`src/rtl/gmsrf_pkg.sv`:
```
`timescale 1ns / 1ps

package gmsrf_pkg;

  // Largest group threshold the held store is built for.
  localparam int MAX_GROUP_SIZE = 32;

  localparam int KEY_W     = 32;
  localparam int PAYLOAD_W = 64;
  localparam int CFG_W     = 6;

  // Run counter holds 0 .. MAX_GROUP_SIZE.
  localparam int CNT_W = $clog2(MAX_GROUP_SIZE + 1);

  // Held store keeps up to MAX_GROUP_SIZE-1 payloads.
  localparam int HELD_DEPTH = MAX_GROUP_SIZE - 1;
  localparam int ADDR_W     = (HELD_DEPTH > 1) ? $clog2(HELD_DEPTH) : 1;

  localparam logic [CFG_W-1:0] CFG_RESET = CFG_W'(2);

  // Command queue between front and back.
  localparam int Q_DEPTH = 2;
  localparam int Q_AW    = (Q_DEPTH > 1) ? $clog2(Q_DEPTH) : 1;

  typedef enum logic {
    CMD_PASS    = 1'b0,
    CMD_RELEASE = 1'b1
  } cmd_kind_e;

  // PASS emits payload once with the last flag set. RELEASE emits cnt held
  // entries starting at entry 0, then payload with the last flag set.
  typedef struct packed {
    cmd_kind_e              kind;
    logic [KEY_W-1:0]       key;
    logic [PAYLOAD_W-1:0]   payload;
    logic [CNT_W-1:0]       cnt;
  } cmd_t;

  typedef enum logic [1:0] {
    BK_IDLE = 2'd0,
    BK_HELD = 2'd1,
    BK_LAST = 2'd2
  } back_state_e;

  // Zero acts as one; values above MAX_GROUP_SIZE saturate to it.
  function automatic logic [CNT_W-1:0] eff_threshold(input logic [CFG_W-1:0] cfg);
    logic [CNT_W-1:0] res;
    if (cfg == '0) begin
      res = CNT_W'(1);
    end else if (int'(cfg) > MAX_GROUP_SIZE) begin
      res = CNT_W'(MAX_GROUP_SIZE);
    end else begin
      res = CNT_W'(cfg);
    end
    return res;
  endfunction

endpackage

```
`src/rtl/gmsrf_ram.sv`:
```
`timescale 1ns / 1ps

module gmsrf_ram #(
  parameter int WIDTH = 64,
  parameter int DEPTH = 31
) (
  input  logic                                          clk_i,
  input  logic                                          we_i,
  input  logic [((DEPTH > 1) ? $clog2(DEPTH) : 1)-1:0]  waddr_i,
  input  logic [WIDTH-1:0]                              wdata_i,
  input  logic                                          re_i,
  input  logic [((DEPTH > 1) ? $clog2(DEPTH) : 1)-1:0]  raddr_i,
  output logic [WIDTH-1:0]                              rdata_o
);

  logic [WIDTH-1:0] mem_q [DEPTH];
  logic [WIDTH-1:0] rdata_q;

  always_ff @(posedge clk_i) begin
    if (we_i) begin
      mem_q[waddr_i] <= wdata_i;
    end
    if (re_i) begin
      rdata_q <= mem_q[raddr_i];
    end
  end

  assign rdata_o = rdata_q;

endmodule

```
`src/rtl/gmsrf_front.sv`:
```
`timescale 1ns / 1ps

module gmsrf_front (
  input  logic                            clk_i,
  input  logic                            rst_ni,
  input  logic                            cfg_we_i,
  input  logic [gmsrf_pkg::CFG_W-1:0]     cfg_wdata_i,
  input  logic                            s_valid_i,
  output logic                            s_ready_o,
  input  logic [gmsrf_pkg::KEY_W-1:0]     s_key_i,
  input  logic [gmsrf_pkg::PAYLOAD_W-1:0] s_payload_i,
  input  logic                            q_full_i,
  output logic                            q_push_o,
  output gmsrf_pkg::cmd_t                 q_cmd_o,
  output logic                            ram_we_o,
  output logic [gmsrf_pkg::ADDR_W-1:0]    ram_waddr_o,
  output logic [gmsrf_pkg::PAYLOAD_W-1:0] ram_wdata_o,
  input  logic                            rel_done_i,
  output logic                            rel_pend_o
);

  import gmsrf_pkg::*;

  logic [CFG_W-1:0] cfg_q;
  logic [KEY_W-1:0] cur_key_q, cur_key_d;
  logic             key_valid_q, key_valid_d;
  logic [CNT_W-1:0] run_q, run_d;
  logic             rel_pend_q, rel_pend_d;

  logic             accept;
  logic             new_grp;
  logic [CNT_W-1:0] thr;
  logic [CNT_W-1:0] run_inc;

  // Input is held off while a release is still being drained, so the held
  // store is never overwritten before the back end has read it.
  assign s_ready_o   = !q_full_i && !rel_pend_q;
  assign accept      = s_valid_i && s_ready_o;
  assign rel_pend_o  = rel_pend_q;
  assign ram_wdata_o = s_payload_i;

  always_comb begin
    thr         = eff_threshold(cfg_q);
    new_grp     = !key_valid_q || (s_key_i != cur_key_q);
    run_inc     = run_q + CNT_W'(1);
    cur_key_d   = cur_key_q;
    key_valid_d = key_valid_q;
    run_d       = run_q;
    q_push_o    = 1'b0;
    q_cmd_o     = '{kind: CMD_PASS, key: s_key_i, payload: s_payload_i, cnt: run_q};
    ram_we_o    = 1'b0;
    ram_waddr_o = '0;
    if (accept) begin
      if (new_grp) begin
        cur_key_d   = s_key_i;
        key_valid_d = 1'b1;
        run_d       = CNT_W'(1);
        if (thr == CNT_W'(1)) begin
          q_push_o = 1'b1;
        end else begin
          ram_we_o = 1'b1;
        end
      end else if (run_q >= thr) begin
        run_d    = thr;
        q_push_o = 1'b1;
      end else begin
        run_d = run_inc;
        if (run_inc < thr) begin
          // The new record is member number run_q+1 and lands at entry run_q.
          ram_we_o    = 1'b1;
          ram_waddr_o = run_q[ADDR_W-1:0];
        end else begin
          q_push_o     = 1'b1;
          q_cmd_o.kind = CMD_RELEASE;
        end
      end
    end
    rel_pend_d = rel_pend_q;
    if (q_push_o && (q_cmd_o.kind == CMD_RELEASE)) begin
      rel_pend_d = 1'b1;
    end else if (rel_done_i) begin
      rel_pend_d = 1'b0;
    end
  end

  always_ff @(posedge clk_i or negedge rst_ni) begin
    if (!rst_ni) begin
      cfg_q       <= CFG_RESET;
      cur_key_q   <= '0;
      key_valid_q <= 1'b0;
      run_q       <= '0;
      rel_pend_q  <= 1'b0;
    end else begin
      if (cfg_we_i) begin
        cfg_q <= cfg_wdata_i;
      end
      cur_key_q   <= cur_key_d;
      key_valid_q <= key_valid_d;
      run_q       <= run_d;
      rel_pend_q  <= rel_pend_d;
    end
  end

`ifndef ASSERT_OFF
  a_pend_holds: assert property (@(posedge clk_i) disable iff (!rst_ni)
    (rel_pend_q && !rel_done_i) |=> rel_pend_q)
    else $error("release pending flag dropped without a done pulse");
  a_done_only_pending: assert property (@(posedge clk_i) disable iff (!rst_ni)
    rel_done_i |-> rel_pend_q)
    else $error("release done seen with no release pending");
  a_no_hold_when_pending: assert property (@(posedge clk_i) disable iff (!rst_ni)
    ram_we_o |-> !rel_pend_q)
    else $error("held store written while a release is draining");
`endif

endmodule

```
`src/rtl/gmsrf_queue.sv`:
```
`timescale 1ns / 1ps

module gmsrf_queue (
  input  logic            clk_i,
  input  logic            rst_ni,
  input  logic            push_i,
  input  gmsrf_pkg::cmd_t cmd_i,
  output logic            full_o,
  input  logic            pop_i,
  output logic            valid_o,
  output gmsrf_pkg::cmd_t cmd_o
);

  import gmsrf_pkg::*;

  cmd_t            slot_q [Q_DEPTH];
  logic [Q_AW-1:0] wr_ptr_q, wr_ptr_d;
  logic [Q_AW-1:0] rd_ptr_q, rd_ptr_d;
  logic [Q_AW:0]   cnt_q, cnt_d;

  assign full_o  = (cnt_q == (Q_AW + 1)'(Q_DEPTH));
  assign valid_o = (cnt_q != '0);
  assign cmd_o   = slot_q[rd_ptr_q];

  always_comb begin
    wr_ptr_d = wr_ptr_q;
    rd_ptr_d = rd_ptr_q;
    cnt_d    = cnt_q;
    if (push_i) begin
      wr_ptr_d = (wr_ptr_q == Q_AW'(Q_DEPTH - 1)) ? '0 : wr_ptr_q + Q_AW'(1);
    end
    if (pop_i) begin
      rd_ptr_d = (rd_ptr_q == Q_AW'(Q_DEPTH - 1)) ? '0 : rd_ptr_q + Q_AW'(1);
    end
    if (push_i && !pop_i) begin
      cnt_d = cnt_q + (Q_AW + 1)'(1);
    end else if (pop_i && !push_i) begin
      cnt_d = cnt_q - (Q_AW + 1)'(1);
    end
  end

  always_ff @(posedge clk_i) begin
    if (push_i) begin
      slot_q[wr_ptr_q] <= cmd_i;
    end
  end

  always_ff @(posedge clk_i or negedge rst_ni) begin
    if (!rst_ni) begin
      wr_ptr_q <= '0;
      rd_ptr_q <= '0;
      cnt_q    <= '0;
    end else begin
      wr_ptr_q <= wr_ptr_d;
      rd_ptr_q <= rd_ptr_d;
      cnt_q    <= cnt_d;
    end
  end

`ifndef ASSERT_OFF
  a_no_overflow: assert property (@(posedge clk_i) disable iff (!rst_ni)
    push_i |-> !full_o)
    else $error("command queue written while full");
  a_no_underflow: assert property (@(posedge clk_i) disable iff (!rst_ni)
    pop_i |-> valid_o)
    else $error("command queue read while empty");
  a_count_bound: assert property (@(posedge clk_i) disable iff (!rst_ni)
    cnt_q <= (Q_AW + 1)'(Q_DEPTH))
    else $error("command queue count beyond its depth");
`endif

endmodule

```
`src/rtl/gmsrf_back.sv`:
```
`timescale 1ns / 1ps

module gmsrf_back (
  input  logic                            clk_i,
  input  logic                            rst_ni,
  input  logic                            q_valid_i,
  input  gmsrf_pkg::cmd_t                 q_cmd_i,
  output logic                            q_pop_o,
  output logic                            ram_re_o,
  output logic [gmsrf_pkg::ADDR_W-1:0]    ram_raddr_o,
  input  logic [gmsrf_pkg::PAYLOAD_W-1:0] ram_rdata_i,
  output logic                            rel_done_o,
  output logic                            m_valid_o,
  input  logic                            m_ready_i,
  output logic [gmsrf_pkg::KEY_W-1:0]     m_key_o,
  output logic [gmsrf_pkg::PAYLOAD_W-1:0] m_payload_o,
  output logic                            m_last_o
);

  import gmsrf_pkg::*;

  back_state_e          state_q, state_d;
  logic [ADDR_W-1:0]    idx_q, idx_d;
  logic [CNT_W-1:0]     cnt_q;
  logic [KEY_W-1:0]     key_q;
  logic [PAYLOAD_W-1:0] pay_q;

  logic                 out_valid_q;
  logic [KEY_W-1:0]     out_key_q;
  logic [PAYLOAD_W-1:0] out_pay_q;
  logic                 out_last_q;

  logic                 slot_free;
  logic [CNT_W-1:0]     idx_nx;
  logic                 more_held;
  logic                 take_rel;
  logic                 load;
  logic [KEY_W-1:0]     load_key;
  logic [PAYLOAD_W-1:0] load_pay;
  logic                 load_last;

  assign slot_free = !out_valid_q || m_ready_i;
  assign idx_nx    = CNT_W'(idx_q) + CNT_W'(1);
  assign more_held = (idx_nx < cnt_q);

  // Next state.
  always_comb begin
    state_d = state_q;
    case (state_q)
      BK_IDLE: begin
        if (q_valid_i && (q_cmd_i.kind == CMD_RELEASE)) begin
          state_d = BK_HELD;
        end
      end
      BK_HELD: begin
        if (slot_free && !more_held) begin
          state_d = BK_LAST;
        end
      end
      BK_LAST: begin
        if (slot_free) begin
          state_d = BK_IDLE;
        end
      end
      default: state_d = BK_IDLE;
    endcase
  end

  // Outputs and datapath controls. The read of the next held entry is issued
  // in the cycle its predecessor moves into the output register.
  always_comb begin
    q_pop_o     = 1'b0;
    take_rel    = 1'b0;
    ram_re_o    = 1'b0;
    ram_raddr_o = '0;
    rel_done_o  = 1'b0;
    idx_d       = idx_q;
    load        = 1'b0;
    load_key    = key_q;
    load_pay    = pay_q;
    load_last   = 1'b1;
    case (state_q)
      BK_IDLE: begin
        if (q_valid_i) begin
          if (q_cmd_i.kind == CMD_RELEASE) begin
            q_pop_o  = 1'b1;
            take_rel = 1'b1;
            ram_re_o = 1'b1;
            idx_d    = '0;
          end else if (slot_free) begin
            q_pop_o  = 1'b1;
            load     = 1'b1;
            load_key = q_cmd_i.key;
            load_pay = q_cmd_i.payload;
          end
        end
      end
      BK_HELD: begin
        if (slot_free) begin
          load      = 1'b1;
          load_pay  = ram_rdata_i;
          load_last = 1'b0;
          if (more_held) begin
            ram_re_o    = 1'b1;
            ram_raddr_o = idx_nx[ADDR_W-1:0];
            idx_d       = idx_nx[ADDR_W-1:0];
          end
        end
      end
      BK_LAST: begin
        if (slot_free) begin
          load       = 1'b1;
          rel_done_o = 1'b1;
        end
      end
      default: ;
    endcase
  end

  always_ff @(posedge clk_i) begin
    if (take_rel) begin
      key_q <= q_cmd_i.key;
      pay_q <= q_cmd_i.payload;
      cnt_q <= q_cmd_i.cnt;
    end
    if (load) begin
      out_key_q  <= load_key;
      out_pay_q  <= load_pay;
      out_last_q <= load_last;
    end
  end

  always_ff @(posedge clk_i or negedge rst_ni) begin
    if (!rst_ni) begin
      state_q     <= BK_IDLE;
      idx_q       <= '0;
      out_valid_q <= 1'b0;
    end else begin
      state_q <= state_d;
      idx_q   <= idx_d;
      if (load) begin
        out_valid_q <= 1'b1;
      end else if (m_ready_i) begin
        out_valid_q <= 1'b0;
      end
    end
  end

  assign m_valid_o   = out_valid_q;
  assign m_key_o     = out_key_q;
  assign m_payload_o = out_pay_q;
  assign m_last_o    = out_last_q;

`ifndef ASSERT_OFF
  a_idx_in_range: assert property (@(posedge clk_i) disable iff (!rst_ni)
    (state_q == BK_HELD) |-> (idx_nx <= cnt_q))
    else $error("held entry index beyond the release count");
  a_release_nonempty: assert property (@(posedge clk_i) disable iff (!rst_ni)
    take_rel |-> (q_cmd_i.cnt != '0))
    else $error("release command with no held entries");
  a_done_then_idle: assert property (@(posedge clk_i) disable iff (!rst_ni)
    rel_done_o |=> (state_q == BK_IDLE) && m_valid_o && m_last_o)
    else $error("release did not end with its last beat");
`endif

endmodule

```
`src/rtl/group_min_size_record_filter.sv`:
```
`timescale 1ns / 1ps

// Channel  | Dir | Handshake                     | Content
// ---------+-----+-------------------------------+-------------------------------------
// s_axis   | in  | s_axis_tvalid / s_axis_tready | group_key, record_payload
// m_axis   | out | m_axis_tvalid / m_axis_tready | out_key, out_payload, run_last=tlast
// cfg      | in  | cfg_we_i (no wait)            | min_group_size
//
// A record that passes or is held is taken at the input whenever the command
// queue is not full and no release is pending. A record that completes a group
// releases its N held records plus itself as N+1 output beats, one per cycle
// while the output is not stalled; the held records are read one at a time
// through the single read port of the held store into the one output register.
// During that release the input is held off until the last beat is loaded.
// Reset clears all control state; the held store needs no clearing.
// Either side may stall at any time: a two-entry command queue sits between
// the classifying front and the emitting back end.

module group_min_size_record_filter (
  input  logic                                clk_i,
  input  logic                                rst_ni,
  // Configuration: min_group_size.
  input  logic                                cfg_we_i,
  input  logic [gmsrf_pkg::CFG_W-1:0]         cfg_wdata_i,
  // Input records.
  input  logic                                s_axis_tvalid,
  output logic                                s_axis_tready,
  // [31:0] group_key, [95:32] record_payload.
  input  logic [95:0]                         s_axis_tdata,
  // Output records.
  output logic                                m_axis_tvalid,
  input  logic                                m_axis_tready,
  // [31:0] out_key, [95:32] out_payload.
  output logic [95:0]                         m_axis_tdata,
  // run_last: set on the final beat caused by one input record.
  output logic                                m_axis_tlast
);

  import gmsrf_pkg::*;

  // Front to queue.
  logic q_push, q_full, q_pop, q_valid;
  cmd_t q_cmd_in, q_cmd_out;

  // Held store ports.
  logic                 ram_we, ram_re;
  logic [ADDR_W-1:0]    ram_waddr, ram_raddr;
  logic [PAYLOAD_W-1:0] ram_wdata, ram_rdata;

  // Release bookkeeping between back and front.
  logic rel_done, rel_pend;

  logic [KEY_W-1:0]     out_key;
  logic [PAYLOAD_W-1:0] out_payload;

  gmsrf_front u_front (
    .clk_i       (clk_i),
    .rst_ni      (rst_ni),
    .cfg_we_i    (cfg_we_i),
    .cfg_wdata_i (cfg_wdata_i),
    .s_valid_i   (s_axis_tvalid),
    .s_ready_o   (s_axis_tready),
    .s_key_i     (s_axis_tdata[KEY_W-1:0]),
    .s_payload_i (s_axis_tdata[KEY_W+PAYLOAD_W-1:KEY_W]),
    .q_full_i    (q_full),
    .q_push_o    (q_push),
    .q_cmd_o     (q_cmd_in),
    .ram_we_o    (ram_we),
    .ram_waddr_o (ram_waddr),
    .ram_wdata_o (ram_wdata),
    .rel_done_i  (rel_done),
    .rel_pend_o  (rel_pend)
  );

  gmsrf_queue u_queue (
    .clk_i   (clk_i),
    .rst_ni  (rst_ni),
    .push_i  (q_push),
    .cmd_i   (q_cmd_in),
    .full_o  (q_full),
    .pop_i   (q_pop),
    .valid_o (q_valid),
    .cmd_o   (q_cmd_out)
  );

  // Held payloads of the current group, entry k for its (k+1)-th record.
  gmsrf_ram #(
    .WIDTH (PAYLOAD_W),
    .DEPTH (HELD_DEPTH)
  ) u_held (
    .clk_i   (clk_i),
    .we_i    (ram_we),
    .waddr_i (ram_waddr),
    .wdata_i (ram_wdata),
    .re_i    (ram_re),
    .raddr_i (ram_raddr),
    .rdata_o (ram_rdata)
  );

  gmsrf_back u_back (
    .clk_i       (clk_i),
    .rst_ni      (rst_ni),
    .q_valid_i   (q_valid),
    .q_cmd_i     (q_cmd_out),
    .q_pop_o     (q_pop),
    .ram_re_o    (ram_re),
    .ram_raddr_o (ram_raddr),
    .ram_rdata_i (ram_rdata),
    .rel_done_o  (rel_done),
    .m_valid_o   (m_axis_tvalid),
    .m_ready_i   (m_axis_tready),
    .m_key_o     (out_key),
    .m_payload_o (out_payload),
    .m_last_o    (m_axis_tlast)
  );

  assign m_axis_tdata = {out_payload, out_key};

`ifndef ASSERT_OFF
  // A beat without the last flag can only come from a release in progress.
  a_held_beat_in_release: assert property (@(posedge clk_i) disable iff (!rst_ni)
    (m_axis_tvalid && !m_axis_tlast) |-> rel_pend)
    else $error("non-final beat outside a release");
  a_no_input_during_release: assert property (@(posedge clk_i) disable iff (!rst_ni)
    rel_pend |-> !q_push)
    else $error("command queued while a release is draining");
  a_push_then_pend: assert property (@(posedge clk_i) disable iff (!rst_ni)
    (q_push && (q_cmd_in.kind == CMD_RELEASE)) |=> rel_pend)
    else $error("release queued without marking it pending");
`endif

endmodule
```
`config.mk`:
```
export PLATFORM = sky130hd
export DESIGN_NAME = group_min_size_record_filter
export DESIGN_NICKNAME = d
export VERILOG_FILES = /design/src/rtl/gmsrf_pkg.sv /design/src/rtl/gmsrf_ram.sv /design/src/rtl/gmsrf_front.sv /design/src/rtl/gmsrf_queue.sv /design/src/rtl/gmsrf_back.sv /design/src/rtl/group_min_size_record_filter.sv
export SDC_FILE = /design/constraint.sdc
export NUM_CORES = 2
export LEC_CHECK = 0
export BUFFER_PORTS_ARGS = -buffer_cell sky130_fd_sc_hd__buf_2
export CAP_MARGIN = 20
export CORE_ASPECT_RATIO = 2
export CORE_MARGIN = 2
export CORE_UTILIZATION = 50
export DETAILED_ROUTE_END_ITERATION = 16
export PLACE_DENSITY = 0.63
export SETUP_SLACK_MARGIN = 0.4
export SLEW_MARGIN = 40
export SYNTH_ARGS = -nofsm -noshare
export SYNTH_HDL_FRONTEND = slang
export SYNTH_HIERARCHICAL = 1
export SYNTH_SLANG_ARGS = --single-unit
```
`constraint.sdc`:
```
create_clock -name clk_i -period 12.8 [get_ports clk_i]
set_input_delay 0.64 -clock clk_i [delete_from_list [all_inputs] [get_ports clk_i]]
set_output_delay 0.64 -clock clk_i [all_outputs]
set_load 0.005 [all_outputs]
```
==> flow_metrics.tcl <==
set metrics [dict create \
    grt_pass1_vias 49110 \
    worstHoldStart "s_axis_tdata[3]" \
    clk_pin_slew_ns 0.07 \
    slew_headroom_pct 37.73 \
    synth_area_mm2 0.09800 \
    setup-violations-final 0 \
    power_frac_seq_pct 47.0 \
    end_kind "flip-flop" \
    p_switching_uw 5967 \
    sw_frac_of_total_pct 28.00 \
    rsz0062_at_grt "false" \
    outcome "completed" \
    final_cell_mix "2453 x edfxtp_1, 342 x mux4_2, 337 x mux2i_1, 218 x clkbuf_16, 207 x buf_2" \
    synth_enable_flop_cells 2453 \
    crit_arrival_ns 7.05 \
    reg2reg_depth 17 \
    p_leak_uw 0.03425 \
    final.setup.tns_ns 0 \
    internal_power_uw 15350 \
    slew_violations 0 \
    async_reset_ff_share_pct 2.310 \
    r2r-start "u_back/idx_q[0]" \
    syn_area_per_cell_um2 20.50 \
    reg2reg_setup_slack_ns 6.29 \
    final_cells 7661 \
    post-route-period-util_pct 50.85 \
    p_comb_share_pct 22.8 \
    r2r-end "u_held/rdata_o[41]" \
    max-cap-violations 0 \
    die_h_um 630.1 \
    numCtsBuffers 215 \
    die_area_mm2 0.1998 \
    routed_wl_um 250400 \
    power_density_mw_per_mm2 196.5 \
    dieWidth_um 317.1 \
    hp-class "input pin to flip-flop" \
    worst-setup-path-type "flip-flop to flip-flop" \
    portBuffers 205 \
    fin_crit_ns 6.509 \
    area_growth_pct 10.68 \
    routed_via_density 6.231 \
    dp_hpwl_um 139900 \
    gp_congestion 0.8005 \
    track_usage_pct 25.11 \
    drive_above_1_share_pct 24.71 \
    nets 5085 \
    clockBufferDepth 4 \
    synthFlopType "edfxtp_1" \
    cts_sinks 2511 \
    core_area_mm2 0.1946 \
    setup_slack_ns 6.291 \
    p_clk_share_pct 30.1 \
    synth_nets 4911 \
    max_freq_mhz 153.6 \
    vias 47740 \
    fin_skew_ns 0.06854 \
    start_util_pct 50.37 \
    syn_inst 4780 \
    ys_seq_area_share_pct 76.64 \
    clock_tree.root_cell "clkbuf_16" \
    drt_iter0_drc 4903 \
    wl_per_cell_um 32.69 \
    cp-start-kind "flip-flop" \
    firstDrtPassIters 8 \
    grt.overflow.total 0 \
    antenna_found_initial 19 \
    clkLatencyLatePin_ns 0.87 \
    drc 0 \
    cts.repair.resized 0 \
    htreeDepth 4 \
    dp.cells 7249 \
    tightest_slew_ns 0.9340 \
    fin_util_pct 55.75 \
    hold-path-endpoint "u_queue/slot_q[0][73]" \
    layout_commonest_cell "edfxtp_1" \
    min_path_cells 1 \
    required_ns 13.34 \
    grt_pass1_wl_um 356400 \
    synth.distinct_cells 81 \
    vdd_drop_max_mv 0.1753 \
    timing_hold_violations_final 0 \
    grt_max_degree 114 \
    tritoncts "done" \
    pin_count 206 \
    post-place-ws_ns 6.363 \
    path_max_fanout 83 \
    yosys_warnings 6 \
    ys_seq_elements 2511 \
    antenna_left 0 \
    rows 229 \
]
-- cell usage after synthesis, types with 46 or more instances --
master	instances	area, um2
a222oi_1	64	640.6
a22oi_1	80	600.6
a31oi_1	60	375.4
buf_2	60	300.3
buf_4	208	1562
clkbuf_1	90	337.8
dfrtp_1	57	1426
edfxtp_1	2453	73660
inv_1	84	315.3
mux2_2	134	1509
mux2_4	70	1051
mux2i_1	337	3373
mux4_2	342	7702
nand2_1	106	397.9
nand3_1	46	230.2
nor2_1	51	191.4
o21ai_1	61	305.3
-- cell type report --
| type | count | area (um2) |
|---|---|---|
| Clock inverter | 114 | 1097 |
| Timing Repair Buffer | 370 | 2848 |
| Fill cell | 14360 | 86080 |
| Antenna cell | 5 | 12.51 |
| Tap cell | 2541 | 3179 |
| Inverter | 84 | 315.3 |
| Clock buffer | 264 | 5668 |
| Multi-Input combinational cell | 1772 | 20230 |
| Sequential cell | 2511 | 75120 |
-- cell families after synthesis --
| group | after synthesis | share of synthesized area (%) |
|---|---|---|
| adders and majority gates | 24 | 0.3064 |
| buffers and inverters | 497 | 3.110 |
| xor gates and xnor gates | 44 | 0.3932 |
| DFF | 2511 | 76.64 |
| muxes | 894 | 14.16 |
| AOI/OAI and AO/OA | 484 | 3.696 |
| and+or+nand+nor | 326 | 1.689 |
-- power groups by stage --
stage	Sequential, uW	Combinational [uW]	Clock (uW)
after floorplan	10100	3430	0
after CTS	10000	4940	6540
after global routing	10100	5190	6830
after global placement	10200	4850	0
final	10000	4860	6420
after detailed placement	10200	4920	0
-- stage by stage --
stage	hold WS, ns	instance area [um2]	total power, uW
final	0.04608	108500	21310
after global placement	0.4698	100800	15050
after detailed placement	0.4697	101400	15130
after CTS	0.001805	108400	21520
after floorplan	0.3444	98000	13570
after global routing	0.03276	108500	22090
-- flip-flops by register name, indices dropped and copies added, names as in the netlist, 2 cells and up --
signal              flops
u_back/idx_q            5
u_back/m_payload_o     64
u_queue/slot_q        206
u_back/pay_q           64
u_front/cfg_q           6
u_held/rdata_o         64
u_front/run_q           6
u_back/key_q           32
u_front/cur_key_q      32
u_back/cnt_q            6
u_back/state_q          2
u_back/m_key_o         32
u_queue/cnt_q           2
u_held/mem_q         1984
-- routing by layer --
metal  vias to the layer above  GRT usage [%]  part of all wire [%]
met3                       416          2.832                   5.8
li1                      19770              -                     -
met5                         -              0                 0.016
met2                      1832          46.15                    55
met1                     25720          30.70                    36
met4                         6          7.830                   3.1
-- timing repair --
item | 4_1_cts | 5_1_grt
endpoints found under the hold margin | 101 | 0
buffers inserted | 0 | 0
hold buffers | 25 | 0
endpoints found under the setup margin | 0 | 0
-- worst max-delay path, stage by stage (launching register included) --
cell and delay (ns):
dfrtp_1 0.47, ha_1 0.28, nand3_1 0.12, xor2_1 0.30
inv_1 0.09, ha_1 0.29, nand2_1 0.08, o211ai_1 0.31
or2_1 0.39, nor3_2 0.39, buf_12 0.51, buf_12 0.37
buf_16 0.38, buf_4 0.72, mux4_1 0.66, a22o_1 0.19
a31oi_1 0.14, o221ai_1 0.12
-- how the worst max path moves through the flow --
stage | startpoint | end | cells after the start
2_1_floorplan | s_axis_tdata[12] | u_queue/slot_q[0][0] | 8
3_3_place_gp | s_axis_tdata[24] | u_held/mem_q[21][32] | 11
3_5_place_dp | u_back/idx_q[0] | u_held/rdata_o[41] | 17
4_1_cts | u_back/idx_q[0] | u_held/rdata_o[41] | 17
5_1_grt | u_back/idx_q[0] | u_held/rdata_o[62] | 17
6_report | u_back/idx_q[0] | u_held/rdata_o[41] | 17
No activity file was read; power rests on OpenSTA's default activity.
